### src/rtl/assert_macros.svh
// Assertion macros shared by the RTL modules of the gain-scheduled PID block
`ifndef ASSERT_MACROS_SVH
`define ASSERT_MACROS_SVH
`ifndef SYNTHESIS
// cond implies prop in the same cycle
`define ASSERT_IMP(name, cond, prop) \
  name: assert property (@(posedge clk) disable iff (!rst_n) (cond) |-> (prop)) \
    else $error("assertion failed");
// cond implies prop in the next cycle
`define ASSERT_NXT(name, cond, prop) \
  name: assert property (@(posedge clk) disable iff (!rst_n) (cond) |=> (prop)) \
    else $error("assertion failed");
`else
`define ASSERT_IMP(name, cond, prop)
`define ASSERT_NXT(name, cond, prop)
`endif
`endif

### src/rtl/gsp_pkg.sv
// Types, codes and helper functions of the gain-scheduled PID block
`default_nettype none
package gsp_pkg;

  localparam int TABLE_POINTS_DEF = 8;
  localparam int FRAC_BITS_DEF    = 16;
  localparam int DATA_W           = 32;
  localparam int CFG_IDX_W        = 3;
  localparam int OP_W             = 33;
  localparam int WIDE_W           = 66;
  localparam int ALPHA_BITS       = 16;
  localparam int ALPHA_W          = 17;
  localparam logic [ALPHA_W-1:0] ALPHA_ONE = 17'h10000;

  typedef enum logic [1:0] {
    KIND_STEP  = 2'd0,
    KIND_LOAD  = 2'd1,
    KIND_RESET = 2'd2,
    KIND_NONE  = 2'd3
  } kind_t;

  typedef enum logic [1:0] {
    ST_STEP_DONE  = 2'd0,
    ST_STORED     = 2'd1,
    ST_FULL       = 2'd2,
    ST_RESET_DONE = 2'd3
  } status_t;

  typedef enum logic [CFG_IDX_W-1:0] {
    REG_SOFT_MODE  = 3'd0,
    REG_DERIV_FB   = 3'd1,
    REG_PERIOD     = 3'd2,
    REG_INV_PERIOD = 3'd3,
    REG_OUT_MAX    = 3'd4,
    REG_OUT_MIN    = 3'd5,
    REG_INT_LIMIT  = 3'd6,
    REG_ALPHA      = 3'd7
  } reg_idx_t;

  typedef struct packed {
    logic                     soft_mode;
    logic                     deriv_on_fb;
    logic [30:0]              sample_period;
    logic [30:0]              inv_period;
    logic signed [DATA_W-1:0] out_max;
    logic signed [DATA_W-1:0] out_min;
    logic [30:0]              int_limit;
    logic [ALPHA_W-1:0]       alpha;
  } cfg_t;

  // One table row
  typedef struct packed {
    logic signed [DATA_W-1:0] pos;
    logic signed [DATA_W-1:0] kp;
    logic signed [DATA_W-1:0] ki;
    logic signed [DATA_W-1:0] kd;
  } row_t;

  typedef enum logic [3:0] {
    MS_KP_ERR, MS_ERR_DT, MS_DIFF_INV, MS_KI_ACC, MS_A_DIN,
    MS_NA_DF, MS_KD_DF, MS_T_DKP, MS_T_DKI, MS_T_DKD
  } mul_sel_t;

  typedef enum logic [3:0] {
    CM_NONE, CM_PTERM, CM_ISTEP, CM_DIN, CM_ITERM, CM_FSUM,
    CM_DF, CM_DTERM, CM_GP, CM_GI, CM_GD
  } commit_t;

  typedef enum logic [1:0] {
    GS_HOLD, GS_ZERO, GS_A, GS_B
  } gain_sel_t;

  // Commands from controller to datapath
  typedef struct packed {
    logic      capture;
    logic      tbl_wr;
    logic      rd_en;
    gain_sel_t gain_sel;
    logic      div_init;
    logic      div_step;
    logic      err_calc;
    mul_sel_t  mul_sel;
    commit_t   commit;
    logic      clr_dyn;
    logic      finish;
    logic      out_ld;
    status_t   out_status;
  } dp_cmd_t;

  // Status from datapath to controller
  typedef struct packed {
    kind_t kind;
    logic  le_a;
    logic  ge_b;
    logic  in_ab;
  } dp_stat_t;

  // Saturate a wide signed value to 32 bits
  function automatic logic signed [DATA_W-1:0] sat32(input logic signed [WIDE_W-1:0] x);
    logic signed [DATA_W-1:0] r;
    if (&x[WIDE_W-1:DATA_W-1] || ~|x[WIDE_W-1:DATA_W-1]) begin
      r = x[DATA_W-1:0];
    end else if (x[WIDE_W-1]) begin
      r = 32'sh8000_0000;
    end else begin
      r = 32'sh7fff_ffff;
    end
    return r;
  endfunction

endpackage
`default_nettype wire

### src/rtl/gsp_cfg.sv
// Configuration register file
`default_nettype none
module gsp_cfg (
  input  logic                          clk,
  input  logic                          rst_n,
  input  logic                          cfg_we,
  input  logic [gsp_pkg::CFG_IDX_W-1:0] cfg_index,
  input  logic [gsp_pkg::DATA_W-1:0]    cfg_data,
  output gsp_pkg::cfg_t                 cfg
);
  import gsp_pkg::*;

  cfg_t cfg_r, cfg_nxt;

  // Register write decode
  always_comb begin
    cfg_nxt = cfg_r;
    if (cfg_we) begin
      unique case (reg_idx_t'(cfg_index))
        REG_SOFT_MODE:  cfg_nxt.soft_mode     = cfg_data[0];
        REG_DERIV_FB:   cfg_nxt.deriv_on_fb   = cfg_data[0];
        REG_PERIOD:     cfg_nxt.sample_period = cfg_data[30:0];
        REG_INV_PERIOD: cfg_nxt.inv_period    = cfg_data[30:0];
        REG_OUT_MAX:    cfg_nxt.out_max       = cfg_data;
        REG_OUT_MIN:    cfg_nxt.out_min       = cfg_data;
        REG_INT_LIMIT:  cfg_nxt.int_limit     = cfg_data[30:0];
        REG_ALPHA:      cfg_nxt.alpha         = cfg_data[ALPHA_W-1:0];
        default:        cfg_nxt = cfg_r;
      endcase
    end
  end

  always_ff @(posedge clk) begin
    if (!rst_n) begin
      cfg_r.soft_mode     <= 1'b0;
      cfg_r.deriv_on_fb   <= 1'b0;
      cfg_r.sample_period <= 31'd65536;
      cfg_r.inv_period    <= 31'd65536;
      cfg_r.out_max       <= '0;
      cfg_r.out_min       <= '0;
      cfg_r.int_limit     <= 31'h7fff_ffff;
      cfg_r.alpha         <= 17'd6554;
    end else begin
      cfg_r <= cfg_nxt;
    end
  end

  assign cfg = cfg_r;
endmodule
`default_nettype wire

### config.mk
export PLATFORM = sky130hd
export DESIGN_NAME = gsp_cfg
export DESIGN_NICKNAME = d
export VERILOG_FILES = /design/src/rtl/assert_macros.svh /design/src/rtl/gsp_pkg.sv /design/src/rtl/gsp_cfg.sv
export SDC_FILE = /design/constraint.sdc
export NUM_CORES = 1
export LEC_CHECK = 0
export BUFFER_PORTS_ARGS = -buffer_cell sky130_fd_sc_hd__buf_2
export CORE_ASPECT_RATIO = 0.75
export CORE_UTILIZATION = 40
export CTS_CLUSTER_DIAMETER = 100
export CTS_CLUSTER_SIZE = 30
export DETAILED_ROUTE_END_ITERATION = 8
export PLACE_DENSITY = 0.72
export SKIP_LAST_GASP = 1
export SYNTH_ARGS = -nofsm -noshare
export SYNTH_HDL_FRONTEND = slang
export SYNTH_SLANG_ARGS = --single-unit
export TNS_END_PERCENT = 20
### constraint.sdc
create_clock -name clk -period 2.6 [get_ports clk]
set_input_delay 0.13 -clock clk [delete_from_list [all_inputs] [get_ports clk]]
set_output_delay 0.13 -clock clk [all_outputs]
set_load 0.01 [all_outputs]
==> results of run 1 <==
worst register-to-register path, cell delays in order, from the launching register on:
cell     delay [ps]
dfxtp_1         360
nand2_1          70
mux2i_1         160
cells by family after synthesis:
family        Yosys count  synth area share (%)
flops                 176                 51.16
buf+inv                50                 5.760
mux                   176                 25.58
simple gates          249                 17.50
power groups by stage:
stage / registers [mW] / logic [mW] / clock network [mW]
after floorplan: 2.87 / 0.232 / 0
after global placement: 2.85 / 0.403 / 0
after detailed placement: 2.85 / 0.406 / 0
after CTS: 2.79 / 0.431 / 2.47
after global routing: 2.79 / 0.461 / 2.60
final: 2.79 / 0.428 / 2.41
metal layers:
layer	share of wire (%)	GRT usage (%)	vias up
li1	-	-	2569
met5	0	0	-
met4	0.57	5.467	0
met1	51	28.25	2459
met3	6.5	6.171	12
met2	42	28.85	170
final timing paths:
path / end / cells past startpoint
worst max-delay path: cfg[93] / 4
worst min-delay path: cfg[34] / 3
worst max register to register: cfg[146] / 2
worst min register to register: cfg[175] / 2
stage by stage:
| step | instances | instance area [sq um] | setup slack [ps] | util [%] | hold WS (ps) |
|---|---|---|---|---|---|
| floorplan | 651 | 6887 | 1594 | - | 291.0 |
| finish | 1092 | 8711 | 1337 | 51.77 | 24.49 |
| CTS | 1092 | 8711 | 1330 | 51.77 | 4.253 |
| detailed placement | 1041 | 7951 | 865.3 | 47.26 | 415.0 |
| global placement | 1041 | 7951 | 906.0 | 47.26 | 405.6 |
| global route | 1092 | 8711 | 1261 | 51.77 | 12.30 |
layout by cell type (no fill, tap or decap):
master / instances
buf_2: 212
mux2i_1: 176
dfxtp_1: 176
nand2_1: 168
nor2b_1: 71
dlygate4sd3_1: 20
clkbuf_16: 17
buf_4: 11
clkinv_4: 4
clkbuf_8: 4
clkinvlp_4: 3
nand4b_4: 2
inv_6: 2
and4bb_1: 1
and4b_1: 1
nand4bb_4: 1
and4b_2: 1
nand4_1: 1
nor4b_1: 1
and4bb_2: 1
nand4bb_1: 1
clkbuf_1: 1
buf_6: 1
buf_12: 1
layout make-up:
type                       count  area [sq um]
timing repair buffer         245          1375
tap                          215         269.0
clock inverter                 9         75.07
sequential                   176          3523
multi-input combinational    425          2984
fill                        1518          8115
clock buffer                  22         484.2
what timing repair did:
action,CTS,global route
endpoints found under the hold margin,21,0
buffers inserted,0,0
hold buffers,20,0
resized for setup,0,0
==> metrics.md, run 1 <==
| Metric | Value |
|---|---|
| Asr flop ratio synth | 0% |
| Inserted Clock Buffers | 17 |
| Net Count, Synth | 689 |
| Antenna Nets Post-Route | 0 |
| Synth Register Bits | 176 |
| Initial DRC count | 284 |
| VDD IR max | 0.3648 mV |
| Synthesized area per cell | 10.58 sq um |
| Combinational share of power | 7.6% |
| Placer's final routability congestion estimate | 0.7527 |
| Sequential power share | 49.5% |
| Max Cap Viol | 0 |
| WP buf/inv | 2 |
| Vias in the first global route | 4844 |
| Clock skew | 0 ps |
| Crit path largest cell delay | 680 ps |
| Post-route setup TNS | 0 ps |
| Synth area leaders | dfxtp_1 51%, mux2i_1 26%, nand2_1 9.2% |
| Crit path max-delay cell type | nand4bb_4 |
| RSZ-0062 raised after global routing | false |
| Hold_sp | cfg_data[17] |
| Share of cells above drive strength 1 | 29.65% |
| Routed WL | 17650 um |
| Psw | 1.361 mW |
| Total global routing track utilization | 19.86% |
| Die height | 115.6 um |
| Clock Power Share | 42.9% |
| Synth top area share | 51.16% |
| Mapped Cells | 651 |
| DPL Wire Length | 12200 um |
| DR vias | 5210 |
| CP Launch Type | primary input |
| Crit-path leading delay family | simple AND/OR/NAND/NOR gates |
| WP data arrival | 1550 ps |
| Yosys top cell by area | dfxtp_1 |
| Row count | 41 |
| Clock Sinks | 176 |
| Maximum root-to-sink buffer count | 2 |
| Post-synth EDFFs | 0 |
| First-pass GRT wire length | 26870 um |
| Sequential cell area fraction in the yosys report | 51.16% |
| Yosys cell types | 17 |
| Antenna diodes | 0 |
| Slew HR | 43.78% |
| Total grt overflow | 0 |
| Outcome | finished, final reports clean |
| Initial antenna violation count | 0 |
| Slew Limit Fails | 0 |
| Final hold vios | 0 |
| Pre-antenna DRT Iters | 5 |
| Leakage | 4.372 nW |
| PD cells | 646.2 nW/um^2 |
| Crit end category | flip-flop |
| Vias per inst | 4.771 |
| Synth cell count leaders | 176 x dfxtp_1, 176 x mux2i_1, 168 x nand2_1 |
| Ports | 214 |
| Hold crit path type | in2reg |
| CTS H-Tree Depth | 4 |
| WL/cell | 16.17 um |
| Worst-path cell chain | buf_2 -> nand4bb_4 -> buf_4 -> mux2i_1 |
| Final Total Pwr | 5.629 mW |
| Largest net degree at the start of global routing | 88 |
| Worst Setup SP | cfg_index[1] |
| Reg2Reg Setup Slack | 1940 ps |
| Clock root buffer | clkbuf_16 |
| Reg clk slew, reported paths | 70 ps |
| Slew @ Worst Pin | 842.1 ps |
| Synthesized cell area | 6887 sq um |
| Max reg flops | 176 |
| WS Path Type | in2reg |
| Area Overhead vs Synth | 26.49% |
| Core Area | 16830 sq um |
| # DRC | 0 |
| IO Port Bufs | 213 |
| Nets | 903 |
| Yosys warns | 0 |
| Minimum clock period after layout | 1263 ps |
| Period utilization | 48.57% |
| WP data required | 2890 ps |
| Die Wd | 153.5 um |
| TritonCTS clock tree | yes |
| CP Max Fanout | 23 |
| F_max | 0.7920 GHz |
| DIE AREA | 17750 sq um |
| Initial core utilization | 40.93% |
| Final count of negative-setup-slack endpoints | 0 |
| Pint | 4.268 mW |
| Worst r2r src | cfg[146] |
| Clock latency on the worst-skew pair | 410 ps |
| Most used DFF post-synth | dfxtp_1 |
| Sw frac | 24.18% |
Note: power is estimated with default switching activity, not from simulation.
==> run 2, diff against run 1 <==
==> constraint.sdc (replaced) <==
create_clock -name clk -period 1.3 [get_ports clk]
set_input_delay 0.065 -clock clk [delete_from_list [all_inputs] [get_ports clk]]
set_output_delay 0.065 -clock clk [all_outputs]
set_load 0.01 [all_outputs]
==> metrics.md, run 2 (synthesized netlist as in run 1, its figures left out) <==
| Metric | Value |
|---|---|
| Pre-antenna DRT Iters | 4 |
| Hold_sp | cfg_index[1] |
| Commonest non-fill, non-tap cell in the layout | buf_2 |
| Inserted Clock Buffers | 17 |
| Clock latency on the worst-skew pair | 430 ps |
| Leakage | 4.546 nW |
| Area Overhead vs Synth | 31.76% |
| Reg2Reg Setup Slack | 630 ps |
| Clock Sinks | 176 |
| First-pass GRT wire length | 27390 um |
| Total grt overflow | 0 |
| Max Cap Viol | 0 |
| Largest net degree at the start of global routing | 58 |
| TritonCTS clock tree | yes |
| Period utilization | 91.35% |
| Maximum root-to-sink buffer count | 2 |
| PD cells | 1264 nW/um^2 |
| Clock skew | 0 ps |
| Cell depth of the worst hold path | 3 |
| Final count of negative-setup-slack endpoints | 0 |
| Placer's final routability congestion estimate | 0.7441 |
| Crit end category | flip-flop |
| Worst r2r src | cfg[112] |
| Nets | 930 |
| CTS H-Tree Depth | 4 |
| DIE AREA | 17750 sq um |
| Max reg flops | 176 |
| WL/cell | 15.97 um |
| Slew @ Worst Pin | 494.5 ps |
| WP data required | 1650 ps |
| VDD IR max | 0.6546 mV |
| Final Util | 53.93% |
| Hold Crit Endpoint | cfg[175] |
| Reg clk slew, reported paths | 70 ps |
| F_max | 0.8421 GHz |
| Vias in the first global route | 4992 |
| Antenna Nets Post-Route | 0 |
| Clock root buffer | clkbuf_16 |
| Initial DRC count | 251 |
| Crit-path leading delay family | buffers and inverters |
| Reg2reg end | cfg[112] |
| # DRC | 0 |
| Hold crit path type | in2reg |
| Total global routing track utilization | 20.20% |
| IO Port Bufs | 213 |
| Slew HR | 66.57% |
| Initial core utilization | 40.93% |
| Ports | 214 |
| Initial antenna violation count | 0 |
| CP Launch Type | primary input |
| Routed WL | 17890 um |
| WP buf/inv | 3 |
| Die Wd | 153.5 um |
| Vias per inst | 4.783 |
| Worst reg2reg path depth | 2 |
| Antenna diodes | 0 |
| Share of cells above drive strength 1 | 30.61% |
| Fill cells | 1506 |
| Core Area | 16830 sq um |
| Row count | 41 |
| DR vias | 5357 |
| RSZ-0062 raised after global routing | false |
| DPL Wire Length | 12420 um |
| Worst-path cell chain | dlygate4sd3_1 -> buf_6 -> buf_12 -> nand2_1 -> mux2i_1 |
| Crit path largest cell delay | 540 ps |
| Die height | 115.6 um |
| Crit path max-delay cell type | dlygate4sd3_1 |
| Outcome | finished, final reports clean |
| Post-route setup TNS | 0 ps |
| Slew Limit Fails | 0 |
| WS Path Type | in2reg |
| Final hold vios | 0 |
| Most frequent cells in the layout | 212 x buf_2, 176 x mux2i_1, 176 x dfxtp_1 |
| CP Max Fanout | 41 |
| Minimum clock period after layout | 1188 ps |
| WP data arrival | 1540 ps |
[run 2: changes by cell type in the layout (fill, tap and decap cells not counted), moves of 3 or more]
| cell | change |
|---|---|
| clkbuf_8 | -4 |
| dlygate4sd3_1 | +13 |
| buf_12 | +9 |
| inv_6 | +3 |
| buf_4 | +5 |
[run 2: how the worst max path moves through the flow]
| stage | start | to | slack (ps) | depth (start not counted) |
|---|---|---|---|---|
| 2_1_floorplan | cfg_index[2] | cfg[132] | 360 | 5 |
| 3_3_place_gp | cfg_we | cfg[17] | 180 | 4 |
| 3_5_place_dp | cfg_we | cfg[40] | 140 | 4 |
| 4_1_cts | rst_n | cfg[112] | 20 | 5 |
| 5_1_grt | rst_n | cfg[145] | 40 | 5 |
| 6_report | rst_n | cfg[78] | 110 | 5 |
[run 2: routing by layer]
metal / up-vias / part of all wire (%) / track usage, %
met2: 165 / 42 / 29.97
met4: 0 / 0.73 / 6.000
met5: - / 0 / 0
met3: 12 / 7.4 / 6.545
li1: 2631 / - / -
met1: 2549 / 49 / 27.96
[run 2: per-stage QoR]
step | cell area [sq um] | worst slack (ps) | cells | power, mW | hold slack (ps)
floorplan | 6887 | 358.7 | 651 | 6.210 | 226.0
global placement | 8169 | 178.1 | 1055 | 6.556 | 338.2
detailed placement | 8169 | 139.8 | 1055 | 6.563 | 353.6
CTS | 9071 | 22.15 | 1120 | 11.58 | 75.22
global route | 9074 | 44.92 | 1120 | 11.90 | 107.6
finish | 9074 | 112.4 | 1120 | 11.47 | 108.7
[run 2: timing repair]
item / in CTS / in global routing
buffers inserted: 0 / 0
endpoints found under the setup margin: 0 / 2
resized for setup: 0 / 1
hold buffers: 33 / 0
hold endpoints to repair: 67 / 0
[run 2: layout make-up]
type | count | area, sq um | share of cell area, %
clock buffers | 17 | 425.4 | 4.688
clock inverters | 15 | 146.4 | 1.613
flip-flops and latches | 176 | 3523 | 38.83
well taps | 215 | 269.0 | 2.965
repair buffers | 272 | 1723 | 18.99
multi-input cells | 425 | 2987 | 32.92
[run 2: worst min-delay path: stages]
cell     delay, ps
buf_2          190
nor4b_1        110
mux2i_1        120
[run 2: where the power goes]
group          total, mW  internal, mW  leakage [nW]  switching, mW
sequential          5.57          5.51          1.43         0.0606
clock               4.95          2.54         0.279           2.41
combinational      0.951         0.431          2.84          0.520
total               11.5          8.48          4.55           2.99
