==> src/rtl/assert_macros.svh <==
// Assertion macros shared by the RTL modules of the gain-scheduled PID block
`ifndef ASSERT_MACROS_SVH
`define ASSERT_MACROS_SVH
`ifndef SYNTHESIS
// cond implies prop in the same cycle
`define ASSERT_IMP(name, cond, prop) \
  name: assert property (@(posedge clk) disable iff (!rst_n) (cond) |-> (prop)) \
    else $error("assertion failed");
// cond implies prop in the next cycle
`define ASSERT_NXT(name, cond, prop) \
  name: assert property (@(posedge clk) disable iff (!rst_n) (cond) |=> (prop)) \
    else $error("assertion failed");
`else
`define ASSERT_IMP(name, cond, prop)
`define ASSERT_NXT(name, cond, prop)
`endif
`endif

==> src/rtl/gsp_pkg.sv <==
// Types, codes and helper functions of the gain-scheduled PID block
`default_nettype none
package gsp_pkg;

  localparam int TABLE_POINTS_DEF = 8;
  localparam int FRAC_BITS_DEF    = 16;
  localparam int DATA_W           = 32;
  localparam int CFG_IDX_W        = 3;
  localparam int OP_W             = 33;
  localparam int WIDE_W           = 66;
  localparam int ALPHA_BITS       = 16;
  localparam int ALPHA_W          = 17;
  localparam logic [ALPHA_W-1:0] ALPHA_ONE = 17'h10000;

  typedef enum logic [1:0] {
    KIND_STEP  = 2'd0,
    KIND_LOAD  = 2'd1,
    KIND_RESET = 2'd2,
    KIND_NONE  = 2'd3
  } kind_t;

  typedef enum logic [1:0] {
    ST_STEP_DONE  = 2'd0,
    ST_STORED     = 2'd1,
    ST_FULL       = 2'd2,
    ST_RESET_DONE = 2'd3
  } status_t;

  typedef enum logic [CFG_IDX_W-1:0] {
    REG_SOFT_MODE  = 3'd0,
    REG_DERIV_FB   = 3'd1,
    REG_PERIOD     = 3'd2,
    REG_INV_PERIOD = 3'd3,
    REG_OUT_MAX    = 3'd4,
    REG_OUT_MIN    = 3'd5,
    REG_INT_LIMIT  = 3'd6,
    REG_ALPHA      = 3'd7
  } reg_idx_t;

  typedef struct packed {
    logic                     soft_mode;
    logic                     deriv_on_fb;
    logic [30:0]              sample_period;
    logic [30:0]              inv_period;
    logic signed [DATA_W-1:0] out_max;
    logic signed [DATA_W-1:0] out_min;
    logic [30:0]              int_limit;
    logic [ALPHA_W-1:0]       alpha;
  } cfg_t;

  // One table row
  typedef struct packed {
    logic signed [DATA_W-1:0] pos;
    logic signed [DATA_W-1:0] kp;
    logic signed [DATA_W-1:0] ki;
    logic signed [DATA_W-1:0] kd;
  } row_t;

  typedef enum logic [3:0] {
    MS_KP_ERR, MS_ERR_DT, MS_DIFF_INV, MS_KI_ACC, MS_A_DIN,
    MS_NA_DF, MS_KD_DF, MS_T_DKP, MS_T_DKI, MS_T_DKD
  } mul_sel_t;

  typedef enum logic [3:0] {
    CM_NONE, CM_PTERM, CM_ISTEP, CM_DIN, CM_ITERM, CM_FSUM,
    CM_DF, CM_DTERM, CM_GP, CM_GI, CM_GD
  } commit_t;

  typedef enum logic [1:0] {
    GS_HOLD, GS_ZERO, GS_A, GS_B
  } gain_sel_t;

  // Commands from controller to datapath
  typedef struct packed {
    logic      capture;
    logic      tbl_wr;
    logic      rd_en;
    gain_sel_t gain_sel;
    logic      div_init;
    logic      div_step;
    logic      err_calc;
    mul_sel_t  mul_sel;
    commit_t   commit;
    logic      clr_dyn;
    logic      finish;
    logic      out_ld;
    status_t   out_status;
  } dp_cmd_t;

  // Status from datapath to controller
  typedef struct packed {
    kind_t kind;
    logic  le_a;
    logic  ge_b;
    logic  in_ab;
  } dp_stat_t;

  // Saturate a wide signed value to 32 bits
  function automatic logic signed [DATA_W-1:0] sat32(input logic signed [WIDE_W-1:0] x);
    logic signed [DATA_W-1:0] r;
    if (&x[WIDE_W-1:DATA_W-1] || ~|x[WIDE_W-1:DATA_W-1]) begin
      r = x[DATA_W-1:0];
    end else if (x[WIDE_W-1]) begin
      r = 32'sh8000_0000;
    end else begin
      r = 32'sh7fff_ffff;
    end
    return r;
  endfunction

endpackage
`default_nettype wire

==> src/rtl/gsp_ctrl.sv <==
// Sequencer: table scan, interpolation divide, the PID multiply schedule, loads and resets
`default_nettype none
module gsp_ctrl #(
  parameter int TABLE_POINTS = gsp_pkg::TABLE_POINTS_DEF,
  parameter int FRAC_BITS    = gsp_pkg::FRAC_BITS_DEF,
  localparam int AW = $clog2(TABLE_POINTS)
) (
  input  logic               clk,
  input  logic               rst_n,
  input  logic               in_valid,
  output logic               in_ready,
  output logic               out_valid,
  input  logic               out_ready,
  input  logic               soft_mode,
  input  gsp_pkg::dp_stat_t  stat,
  output gsp_pkg::dp_cmd_t   cmd,
  output logic [AW-1:0]      rd_addr_a,
  output logic [AW-1:0]      rd_addr_b,
  output logic [AW-1:0]      wr_addr
);
  import gsp_pkg::*;

  localparam int CW  = $clog2(TABLE_POINTS + 1);
  localparam int DCW = $clog2(FRAC_BITS);

  typedef enum logic [4:0] {
    S_IDLE, S_DECODE, S_ENDS_RD, S_ENDS_CK, S_SCAN_CK, S_LAST_CK, S_DIV,
    S_I1, S_I2, S_I3, S_I4, S_ERR, S_M1, S_M2, S_M3, S_M4, S_M5, S_M6,
    S_M7, S_M8, S_M9, S_M10, S_LOAD, S_RST
  } state_t;

  state_t         state_r, state_nxt;
  logic [CW-1:0]  cnt_r, cnt_nxt;
  logic [AW-1:0]  idx_r, idx_nxt;
  logic [DCW-1:0] dcnt_r, dcnt_nxt;
  logic           out_valid_r, out_valid_nxt;
  logic           out_free;
  logic           full;
  logic [CW-1:0]  last_w;

  assign out_free = !out_valid_r || out_ready;
  assign full     = (cnt_r == CW'(TABLE_POINTS));
  assign last_w   = cnt_r - CW'(1);

  // Next-state and command decode
  always_comb begin
    state_nxt     = state_r;
    cnt_nxt       = cnt_r;
    idx_nxt       = idx_r;
    dcnt_nxt      = dcnt_r;
    cmd           = '0;
    rd_addr_a     = '0;
    rd_addr_b     = '0;
    unique case (state_r)
      S_IDLE: begin
        if (in_valid) begin
          cmd.capture = 1'b1;
          state_nxt   = S_DECODE;
        end
      end
      S_DECODE: begin
        unique case (stat.kind)
          KIND_STEP: begin
            if (cnt_r == '0) begin
              cmd.gain_sel = GS_ZERO;
              state_nxt    = S_ERR;
            end else begin
              state_nxt = S_ENDS_RD;
            end
          end
          KIND_LOAD:  state_nxt = S_LOAD;
          KIND_RESET: state_nxt = S_RST;
          KIND_NONE:  state_nxt = S_IDLE;
          default:    state_nxt = S_IDLE;
        endcase
      end
      // fetch first and last points
      S_ENDS_RD: begin
        cmd.rd_en = 1'b1;
        rd_addr_b = last_w[AW-1:0];
        state_nxt = S_ENDS_CK;
      end
      S_ENDS_CK: begin
        priority if (stat.le_a) begin
          cmd.gain_sel = GS_A;
          state_nxt    = S_ERR;
        end else if (stat.ge_b) begin
          cmd.gain_sel = GS_B;
          state_nxt    = S_ERR;
        end else begin
          cmd.rd_en = 1'b1;
          rd_addr_b = AW'(1);
          idx_nxt   = '0;
          state_nxt = S_SCAN_CK;
        end
      end
      // one interval per check
      S_SCAN_CK: begin
        priority if (stat.in_ab) begin
          if (soft_mode) begin
            cmd.div_init = 1'b1;
            dcnt_nxt     = '0;
            state_nxt    = S_DIV;
          end else begin
            cmd.gain_sel = GS_A;
            state_nxt    = S_ERR;
          end
        end else if (CW'(idx_r) + CW'(2) == cnt_r) begin
          cmd.rd_en = 1'b1;
          rd_addr_a = last_w[AW-1:0];
          rd_addr_b = last_w[AW-1:0];
          state_nxt = S_LAST_CK;
        end else begin
          cmd.rd_en = 1'b1;
          rd_addr_a = idx_r + AW'(1);
          rd_addr_b = idx_r + AW'(2);
          idx_nxt   = idx_r + AW'(1);
        end
      end
      S_LAST_CK: begin
        cmd.gain_sel = GS_A;
        state_nxt    = S_ERR;
      end
      S_DIV: begin
        cmd.div_step = 1'b1;
        dcnt_nxt     = dcnt_r + DCW'(1);
        if (dcnt_r == DCW'(FRAC_BITS - 1)) begin
          state_nxt = S_I1;
        end
      end
      // interpolate the three gains
      S_I1: begin
        cmd.mul_sel = MS_T_DKP;
        state_nxt   = S_I2;
      end
      S_I2: begin
        cmd.commit  = CM_GP;
        cmd.mul_sel = MS_T_DKI;
        state_nxt   = S_I3;
      end
      S_I3: begin
        cmd.commit  = CM_GI;
        cmd.mul_sel = MS_T_DKD;
        state_nxt   = S_I4;
      end
      S_I4: begin
        cmd.commit = CM_GD;
        state_nxt  = S_ERR;
      end
      // PID terms through the shared multiplier
      S_ERR: begin
        cmd.err_calc = 1'b1;
        state_nxt    = S_M1;
      end
      S_M1: begin
        cmd.mul_sel = MS_KP_ERR;
        state_nxt   = S_M2;
      end
      S_M2: begin
        cmd.commit  = CM_PTERM;
        cmd.mul_sel = MS_ERR_DT;
        state_nxt   = S_M3;
      end
      S_M3: begin
        cmd.commit  = CM_ISTEP;
        cmd.mul_sel = MS_DIFF_INV;
        state_nxt   = S_M4;
      end
      S_M4: begin
        cmd.commit  = CM_DIN;
        cmd.mul_sel = MS_KI_ACC;
        state_nxt   = S_M5;
      end
      S_M5: begin
        cmd.commit  = CM_ITERM;
        cmd.mul_sel = MS_A_DIN;
        state_nxt   = S_M6;
      end
      S_M6: begin
        cmd.commit  = CM_FSUM;
        cmd.mul_sel = MS_NA_DF;
        state_nxt   = S_M7;
      end
      S_M7: begin
        cmd.commit = CM_DF;
        state_nxt  = S_M8;
      end
      S_M8: begin
        cmd.mul_sel = MS_KD_DF;
        state_nxt   = S_M9;
      end
      S_M9: begin
        cmd.commit = CM_DTERM;
        state_nxt  = S_M10;
      end
      S_M10: begin
        if (out_free) begin
          cmd.finish     = 1'b1;
          cmd.out_ld     = 1'b1;
          cmd.out_status = ST_STEP_DONE;
          state_nxt      = S_IDLE;
        end
      end
      S_LOAD: begin
        if (out_free) begin
          cmd.out_ld = 1'b1;
          if (full) begin
            cmd.out_status = ST_FULL;
          end else begin
            cmd.tbl_wr     = 1'b1;
            cmd.out_status = ST_STORED;
            cnt_nxt        = cnt_r + CW'(1);
          end
          state_nxt = S_IDLE;
        end
      end
      S_RST: begin
        if (out_free) begin
          cmd.clr_dyn    = 1'b1;
          cmd.out_ld     = 1'b1;
          cmd.out_status = ST_RESET_DONE;
          state_nxt      = S_IDLE;
        end
      end
      default: state_nxt = S_IDLE;
    endcase
    out_valid_nxt = cmd.out_ld || (out_valid_r && !out_ready);
  end

  always_ff @(posedge clk) begin
    if (!rst_n) begin
      state_r     <= S_IDLE;
      cnt_r       <= '0;
      idx_r       <= '0;
      dcnt_r      <= '0;
      out_valid_r <= 1'b0;
    end else begin
      state_r     <= state_nxt;
      cnt_r       <= cnt_nxt;
      idx_r       <= idx_nxt;
      dcnt_r      <= dcnt_nxt;
      out_valid_r <= out_valid_nxt;
    end
  end

  assign in_ready  = (state_r == S_IDLE);
  assign out_valid = out_valid_r;
  assign wr_addr   = cnt_r[AW-1:0];

`include "assert_macros.svh"
  `ASSERT_IMP(a_no_overwrite, cmd.out_ld, out_free)
  `ASSERT_IMP(a_cnt_bound, 1'b1, cnt_r <= CW'(TABLE_POINTS))
  `ASSERT_NXT(a_wr_count, cmd.tbl_wr, cnt_r == $past(cnt_r) + CW'(1))
endmodule
`default_nettype wire

==> config.mk <==
export PLATFORM = sky130hd
export DESIGN_NAME = gsp_ctrl
export DESIGN_NICKNAME = d
export VERILOG_FILES = /design/src/rtl/gsp_pkg.sv /design/src/rtl/gsp_ctrl.sv
export VERILOG_INCLUDE_DIRS = /design/src /design/src/rtl
export SDC_FILE = /design/constraint.sdc
export NUM_CORES = 1
export LEC_CHECK = 0
export BUFFER_PORTS_ARGS = -buffer_cell sky130_fd_sc_hd__clkbuf_2
export CAP_MARGIN = 25
export CORE_ASPECT_RATIO = 1.1
export CORE_UTILIZATION = 30
export DETAILED_ROUTE_END_ITERATION = 10
export HOLD_SLACK_MARGIN = 0.08
export PLACE_DENSITY_LB_ADDON = 0.15
export SYNTH_ARGS = -nofsm -noshare
export SYNTH_HDL_FRONTEND = slang
export SYNTH_SLANG_ARGS = --single-unit
==> constraint.sdc <==
create_clock -name clk -period 3.2 [get_ports clk]
set_input_delay 0.64 -clock clk [delete_from_list [all_inputs] [get_ports clk]]
set_output_delay 0.64 -clock clk [all_outputs]
set_load 0.01 [all_outputs]
==> impl_metrics.env, run 1 <==
export IMPL_status="complete, no violations"
export IMPL_synth_top_area_frac=0.205
export IMPL_setup_viol=0
export IMPL_vias=1748
export IMPL_path_class="reg2out"
export IMPL_use_met2=0.258
export IMPL_crit_path_start_kind="flop"
export IMPL_yosysMostFrequentCell="a21oi_1"
export IMPL_core_mm2=0.00536
export IMPL_synth_compound_gate_area_share=0.288
export IMPL_max_freq_mhz=350
export IMPL_fin_area_mm2=0.00195
export IMPL_grt_ovfl_total=0
export IMPL_drtIter0Drc=155
export IMPL_routed_via_density=5.14
export IMPL_clk_latency_ps=250
export IMPL_antenna_found_initial=0
export IMPL_dpl_cell_count=336
export IMPL_ant_nets=0
export IMPL_num_rows=28
export IMPL_postSynthNetCount=254
export IMPL_clock_sinks=17
export IMPL_yosysUniqueCellTypes=54
export IMPL_portBuffers=41
export IMPL_firstDrtPassIters=4
export IMPL_drive_above_1_share=0.215
export IMPL_crit_fanout=7
export IMPL_synthAdderAreaFrac=0.0677
export IMPL_post_cts_resized=0
export IMPL_cts_tree="done"
export IMPL_holdWs_ps=464
export IMPL_worstMarginPinSlew_ps=696
export IMPL_crit_required_ps=2560
export IMPL_grt_pass1_vias=1541
export IMPL_grt_use_met3=0.0163
export IMPL_hold_viol=0
export IMPL_ctsHoldBuffers=0
export IMPL_die_w_um=73.0
export IMPL_drv_slew=0
export IMPL_setup_worst_path_end_class="primary output"
export IMPL_synth_seq_cells=17
export IMPL_rsz0062_at_grt="no"
export IMPL_power_mw=1.20
export IMPL_fp_dieArea_mm2=0.00585
export IMPL_track_usage=0.167
export IMPL_synthArstFlopShare=0
export IMPL_synth_cells=235
export IMPL_p_leak_nw=0.833
export IMPL_synth_top_family_by_area="simple AND/OR/NAND/NOR gates"
export IMPL_drc=0
export IMPL_ys_warnings_count=0
export IMPL_slew_headroom=0.533
export IMPL_cts_reportedPaths_clkPinSlew_ps=70
export IMPL_synth_top_area_cell="dfxtp_1"
export IMPL_ys_flop_type="dfxtp_1"
export IMPL_yosysSeqAreaShare=0.205
export IMPL_cts_root_buffer="clkbuf_8"
export IMPL_clock_path_buffers=2
export IMPL_numCtsBuffers=3
export IMPL_syn_area_per_cell_um2=7.08
export IMPL_skew_ps=2.06
export IMPL_synth_edf_count=0
export IMPL_start_util=0.310
export IMPL_synth_xor_area_frac=0.0474
export IMPL_fin_util=0.364
export IMPL_yosys_area_share_simple=0.300
export IMPL_routed_wl_mm=4.83
export IMPL_die_h_um=80.1
export IMPL_powerDensity_mw_per_mm2=615
export IMPL_vdd_drop_max_mv=0.362
export IMPL_crit_arrival_ps=2210
export IMPL_nets=285
export IMPL_setup_ws_ps=347
export IMPL_gp_routability_congestion=0.804
export IMPL_h_tree_depth=1
export IMPL_busiest_layer="met2"
export IMPL_io_pins=42
export IMPL_stdcell_count=340
export IMPL_yosys_top_cells_count="a21oi_1, nor2_1, dfxtp_1, nand2_1, o21ai_0"
export IMPL_netlist_area_mm2=0.00166
export IMPL_diodes=0
export IMPL_dp_slack_ps=620
export IMPL_muxShareOfSynthArea=0.0120
export IMPL_wire_per_inst_um=14.2
export IMPL_hp_class="reg2reg"
export IMPL_grt_max_degree=26
export IMPL_place_area_mm2=0.00191
export IMPL_finalSetupTns_ps=0
export IMPL_grt_pass1_wl_mm=7.63
export IMPL_fin_crit_sh=0.892
export IMPL_dp_hpwl_mm=3.53
export IMPL_area_growth_pct=17.5
export IMPL_synth_area_leaders="dfxtp_1, a21oi_1, ha_1"
export IMPL_post_cts_buffers=0
export IMPL_drv_cap=0
export IMPL_grtUsageMet1=0.232
export IMPL_timing_final_crit_period_ps=2850
## registers in the layout, summed over array words and instances (netlist names)
signal and count:
cnt_r 4, idx_r 3, dcnt_r 4, state_r 5, out_valid 1
## report_power, final
part | switching (mW) | leakage, nW | internal [mW] | total, mW
Combinational | 0.499 | 0.672 | 0.292 | 0.791
Sequential | 0.0124 | 0.138 | 0.237 | 0.249
Clock | 0.0721 | 0.0228 | 0.0882 | 0.160
## cell families after synthesis
group,count (synthesis)
and+or+nand+nor,92
AOI/OAI and AO/OA,75
buffers and inverters,31
DFF,17
xor gates and xnor gates,9
adders and majority gates,9
muxes,2
## area by class of cell
class / instances / area [um2]
fill: 599 / 3410
multi-input combinational: 187 / 1190
sequential: 17 / 340
timing repair buffer: 46 / 243
tap: 75 / 93.8
clock buffer: 4 / 45.0
inverter: 11 / 41.3
## metal layers
metal | routed length [um] | share of wire
met5 | 0 | 0
met4 | 77 | 0.016
met3 | 203 | 0.042
met2 | 2280 | 0.47
met1 | 2280 | 0.47
## worst max-delay path, cell delays in order, from the launching register on
cell and delay [ps]:
dfxtp_1 480, inv_1 100, ha_1 250, and3b_1 200
nor4_2 600, or2_2 220, clkbuf_2 120
## placed cells by master, fill, tap and decap left out, types with 3 or more instances in the layout
cell / synthesis / final
nand3_1: 8 / 8
o21a_1: 5 / 5
buf_4: 4 / 5
clkbuf_2: 0 / 41
nand2_1: 16 / 16
a21o_1: 4 / 4
xor2_1: 4 / 4
or2_2: 3 / 3
ha_1: 9 / 9
xnor2_1: 5 / 5
nor2b_1: 4 / 4
inv_1: 11 / 11
o21ai_0: 13 / 13
nor3_1: 10 / 10
nand4_1: 4 / 4
nor2_1: 22 / 22
dfxtp_1: 17 / 17
a21oi_1: 27 / 27
o22ai_1: 5 / 5
nand2b_1: 7 / 7
clkbuf_8: 0 / 3
nor3b_1: 4 / 4
## worst paths after layout
kind	start	end	slack, ps	cells after the start
setup / recovery	cnt_r[0]	cmd[0]	350	6
hold / removal	dcnt_r[3]	dcnt_r[3]	460	1
setup reg to reg	cnt_r[0]	cnt_r[3]	1050	7
hold reg to reg	dcnt_r[3]	dcnt_r[3]	460	1
Power figures use the tool's default switching activity.
==> run 2: changes to the inputs <==
- BUFFER_PORTS_ARGS: -buffer_cell sky130_fd_sc_hd__clkbuf_2 -> -buffer_cell sky130_fd_sc_hd__buf_2
- CTS_CLUSTER_SIZE: unset -> 12
==> impl_metrics.env, run 2 (synthesis results as in run 1) <==
export IMPL_status="complete, no violations"
export IMPL_num_rows=28
export IMPL_clock_path_buffers=2
export IMPL_die_w_um=73.0
export IMPL_grt_pass1_vias=1593
export IMPL_hold_viol=0
export IMPL_grt_ovfl_total=0
export IMPL_powerDensity_mw_per_mm2=612
export IMPL_drv_slew=0
export IMPL_pwr_share_clk=0.133
export IMPL_slew_headroom=0.529
export IMPL_clock_sinks=17
export IMPL_wire_per_inst_um=14.1
export IMPL_hp_class="reg2reg"
export IMPL_largest_register="state_r"
export IMPL_layout_common_cells="buf_2, a21oi_1, nor2_1"
export IMPL_cts_reportedPaths_clkPinSlew_ps=70
export IMPL_portBuffers=41
export IMPL_post_cts_buffers=0
export IMPL_p_sw_mw=0.580
export IMPL_vdd_drop_max_mv=0.289
export IMPL_pwr_share_seq=0.208
export IMPL_p_int_mw=0.616
export IMPL_routed_wl_mm=4.79
export IMPL_largestRegisters="state_r (5), cnt_r (4), dcnt_r (4)"
export IMPL_place_area_mm2=0.00191
export IMPL_vias=1751
export IMPL_drtIter0Drc=95
export IMPL_crit_path_start_kind="flop"
export IMPL_holdWs_ps=461
export IMPL_rsz0062_at_grt="no"
export IMPL_antenna_found_initial=0
export IMPL_worstMarginPinSlew_ps=701
export IMPL_numCtsBuffers=3
export IMPL_h_tree_depth=1
export IMPL_core_mm2=0.00536
export IMPL_track_usage=0.168
export IMPL_skew_ps=1.81
export IMPL_drv_cap=0
export IMPL_fin_crit_sh=0.884
export IMPL_firstDrtPassIters=4
export IMPL_crit_fanout=9
export IMPL_timing_final_crit_period_ps=2830
export IMPL_mostFrequentLayoutCell="buf_2"
export IMPL_dpl_cell_count=336
export IMPL_ctsHoldBuffers=0
export IMPL_io_pins=42
export IMPL_dp_hpwl_mm=3.56
export IMPL_routed_via_density=5.15
export IMPL_gp_routability_congestion=0.801
export IMPL_grt_max_degree=26
export IMPL_pwr_share_comb=0.659
export IMPL_post_cts_resized=0
export IMPL_crit_arrival_ps=2190
export IMPL_grt_pass1_wl_mm=7.75
export IMPL_finalSetupTns_ps=0
export IMPL_die_h_um=80.1
export IMPL_path_class="reg2out"
export IMPL_setup_viol=0
export IMPL_power_mw=1.20
export IMPL_crit_required_ps=2560
export IMPL_max_freq_mhz=353
export IMPL_area_growth_pct=17.5
export IMPL_nets=285
export IMPL_fp_dieArea_mm2=0.00585
export IMPL_drive_above_1_share=0.219
export IMPL_cts_root_buffer="clkbuf_8"
export IMPL_start_util=0.310
export IMPL_cts_tree="done"
export IMPL_drc=0
export IMPL_largest_reg_flops=5
export IMPL_ant_nets=0
export IMPL_clk_latency_ps=250
export IMPL_p_leak_nw=0.860
export IMPL_diodes=0
export IMPL_swShare=0.485
export IMPL_stdcell_count=340
export IMPL_setup_worst_path_end_class="primary output"
export IMPL_fin_area_mm2=0.00195
[run 2: changes by cell type in the layout (fill, tap and decap cells not counted), sizes merged]
cell and delta:
clkinv +1, buf +41, clkbuf -42
[run 2: power by group through the flow]
stage / clock (mW) / sequential [mW] / combinational, mW
2_1_floorplan: 0 / 0.259 / 0.559
3_3_place_gp: 0 / 0.253 / 0.795
3_5_place_dp: 0 / 0.254 / 0.785
4_1_cts: 0.166 / 0.249 / 0.788
5_1_grt: 0.173 / 0.252 / 0.876
6_report: 0.159 / 0.249 / 0.788
[run 2: final cells by class]
class | count | area (um2)
tap | 75 | 93.8
timing repair buffer | 46 | 243
inverter | 11 | 41.3
multi-input combinational | 187 | 1190
fill | 606 | 3410
clock inverter | 1 | 5.00
sequential | 17 | 340
clock buffer | 3 | 41.3
[run 2: per-stage QoR]
stage	utilization	setup slack [ps]
after floorplan	-	752
after global placement	0.356	616
after detailed placement	0.356	634
after CTS	0.365	357
after global routing	0.365	224
final	0.365	370
[run 2: per-layer routing]
| metal | global-route usage | share of wire |
|---|---|---|
| met1 | 0.233 | 0.49 |
| met2 | 0.269 | 0.47 |
| met3 | 0.0125 | 0.022 |
| met4 | 0.0627 | 0.015 |
| met5 | 0 | 0 |
[run 2: worst paths after layout]
path	slack [ps]	end	depth (start not counted)	start
max	370	rd_addr_b[0]	5	state_r[4]
min	460	dcnt_r[3]	1	dcnt_r[3]
max reg2reg	1090	cnt_r[3]	7	cnt_r[0]
min reg2reg	460	dcnt_r[3]	1	dcnt_r[3]
[run 2: worst max-delay path, stage by stage (launching register included)]
cell and delay (ps):
dfxtp_1 310, or3b_1 510, or3_1 550, o21a_1 260, o211ai_1 160, buf_2 150
==> run 3: changes to the inputs <==
- ABC_AREA: unset -> 1
- SETUP_SLACK_MARGIN: unset -> 0.4
- SLEW_MARGIN: unset -> 30
==> impl_metrics.env, run 3 <==
export IMPL_status="complete, no violations"
export IMPL_clk_latency_ps=250
export IMPL_setup_worst_path_end_class="primary output"
export IMPL_r2r_end="state_r[0]"
export IMPL_synth_top_area_cell="dfxtp_1"
export IMPL_layout_common_cells="nand2_1, inv_1, buf_2"
export IMPL_crit_fanout=5
export IMPL_reg2regPathDepth=8
export IMPL_crit_slowest_cell="dfxtp_1"
export IMPL_routed_wl_mm=5.13
export IMPL_largestRegisters="state_r (5), cnt_r (4), dcnt_r (4)"
export IMPL_setup_viol=0
export IMPL_dp_slack_ps=918
export IMPL_synth_area_leaders="dfxtp_1, nand2_1, inv_1"
export IMPL_synth_edf_count=0
export IMPL_die_h_um=84.4
export IMPL_path_class="reg2out"
export IMPL_vias=1854
export IMPL_max_freq_mhz=392
export IMPL_dp_hpwl_mm=4.25
export IMPL_ant_nets=0
export IMPL_grt_pass1_wl_mm=8.45
export IMPL_core_mm2=0.00588
export IMPL_crit_required_ps=2560
export IMPL_holdCritStartpoint="dcnt_r[3]"
export IMPL_largest_reg_flops=5
export IMPL_cts_root_buffer="clkbuf_8"
export IMPL_gp_routability_congestion=0.846
export IMPL_slew_headroom=0.679
export IMPL_portBuffers=41
export IMPL_finalSetupTns_ps=0
export IMPL_cts_tree="done"
export IMPL_grt_max_degree=12
export IMPL_routed_via_density=4.59
export IMPL_drv_cap=0
export IMPL_num_rows=29
export IMPL_fp_dieArea_mm2=0.00649
export IMPL_grt_ovfl_total=0
export IMPL_use_met2=0.266
export IMPL_min_to="dcnt_r[3]"
export IMPL_crit_path_start_kind="flop"
export IMPL_synth_top_area_frac=0.184
export IMPL_place_area_mm2=0.00210
export IMPL_post_cts_buffers=0
export IMPL_yosysUniqueCellTypes=33
export IMPL_timing_final_crit_period_ps=2550
export IMPL_diodes=0
export IMPL_ys_warnings_count=0
export IMPL_clock_sinks=17
export IMPL_reg2reg_slack_ps=1520
export IMPL_nets=347
export IMPL_worstMarginPinSlew_ps=481
export IMPL_mostFrequentLayoutCell="nand2_1"
export IMPL_r2r_start="state_r[1]"
export IMPL_synth_seq_cells=17
export IMPL_powerDensity_mw_per_mm2=634
export IMPL_fin_area_mm2=0.00214
export IMPL_postSynthNetCount=307
export IMPL_post_cts_resized=0
export IMPL_wire_per_inst_um=12.7
export IMPL_largest_register="state_r"
export IMPL_synth_cells=288
export IMPL_busiest_layer="met2"
export IMPL_clock_path_buffers=2
export IMPL_holdWs_ps=483
export IMPL_fin_crit_sh=0.798
export IMPL_yosysMostFrequentCell="nand2_1"
export IMPL_setup_ws_ps=647
export IMPL_io_pins=42
export IMPL_vdd_drop_max_mv=0.179
export IMPL_track_usage=0.165
export IMPL_firstDrtPassIters=4
export IMPL_grt_use_met3=0.0250
export IMPL_grt_pass1_vias=1728
export IMPL_ctsHoldBuffers=0
export IMPL_fin_util=0.364
export IMPL_die_w_um=76.9
export IMPL_netlist_area_mm2=0.00185
export IMPL_p_leak_nw=1.22
export IMPL_crit_chain="ha_1 -> inv_1 -> nand2_1 -> nand2_1 -> nor2_2 -> nand3_2 -> nand2_4 -> inv_4 -> nor2_1 -> inv_1 -> o21ai_1 -> o21ai_2 -> buf_2"
export IMPL_grtUsageMet1=0.214
export IMPL_cts_reportedPaths_clkPinSlew_ps=70
export IMPL_hp_class="reg2reg"
export IMPL_fillers=671
export IMPL_drc=0
export IMPL_ys_flop_type="dfxtp_1"
export IMPL_h_tree_depth=1
export IMPL_drive_above_1_share=0.315
export IMPL_rsz0062_at_grt="no"
export IMPL_crit_arrival_ps=1910
export IMPL_drv_slew=0
export IMPL_drtIter0Drc=84
export IMPL_yosys_top_cells_count="nand2_1, inv_1, nor2_1, nand3_1, dfxtp_1"
export IMPL_yosysSeqAreaShare=0.184
export IMPL_start_util=0.315
export IMPL_hold_viol=0
export IMPL_numCtsBuffers=3
export IMPL_cpPeakStageDelay_ps=350
export IMPL_area_growth_pct=15.6
export IMPL_antenna_found_initial=0
export IMPL_holdPathStages=2
export IMPL_synthArstFlopShare=0
export IMPL_syn_area_per_cell_um2=6.43
export IMPL_skew_ps=1.61
-- run 3: worst max-delay path by stage --
| stage | from | to | slack (ps) | cells after the start |
|---|---|---|---|---|
| after floorplan | idx_r[1] | rd_addr_b[2] | 1150 | 10 |
| after global placement | stat[0] | rd_addr_b[2] | 930 | 9 |
| after detailed placement | stat[0] | rd_addr_b[2] | 920 | 9 |
| after CTS | idx_r[1] | rd_addr_b[1] | 650 | 13 |
| after global routing | idx_r[1] | rd_addr_b[1] | 490 | 13 |
| final | idx_r[1] | rd_addr_b[1] | 650 | 13 |
-- run 3: cells by family after synthesis --
kind of cell	share of synthesized area
AOI/OAI and AO/OA	0.139
xor gates and xnor gates	0.0189
adders and majority gates	0.0608
buffers and inverters	0.146
DFF	0.184
and+or+nand+nor	0.451
-- run 3: metrics by stage --
step,instances,total power [mW]
after floorplan,288,0.985
after global placement,400,1.21
after detailed placement,400,1.19
after CTS,404,1.36
after global routing,404,1.48
final,404,1.36
-- run 3: layout make-up --
| class | instances | area [um2] | area share |
|---|---|---|---|
| inverters | 54 | 205 | 0.0959 |
| multi-input cells | 210 | 1240 | 0.580 |
| well taps | 77 | 96.3 | 0.0450 |
| repair buffers | 42 | 213 | 0.0994 |
| flip-flops and latches | 17 | 340 | 0.159 |
| clock buffers | 4 | 45.0 | 0.0210 |
-- run 3: report_power, final --
| group | total (mW) | leakage (nW) | internal, mW | switching [mW] |
|---|---|---|---|---|
| Sequential | 0.306 | 0.138 | 0.241 | 0.0650 |
| Clock | 0.165 | 0.0228 | 0.0885 | 0.0769 |
| Combinational | 0.886 | 1.06 | 0.297 | 0.589 |
-- run 3: critical path, delay by kind of cell (launching register included) --
family / cells / cell delay, ps
adder cells (fa/ha/maj): 1 / 350
AO/OA/AOI/OAI: 2 / 140
flip-flops: 1 / 350
buffers and inverters: 4 / 280
AND/OR/NAND/NOR: 6 / 530
-- run 3: routing by layer --
layer	up-vias	wire (um)
li1	989	-
met1	804	2400
met3	10	229
met4	0	130
met2	51	2370
met5	-	0
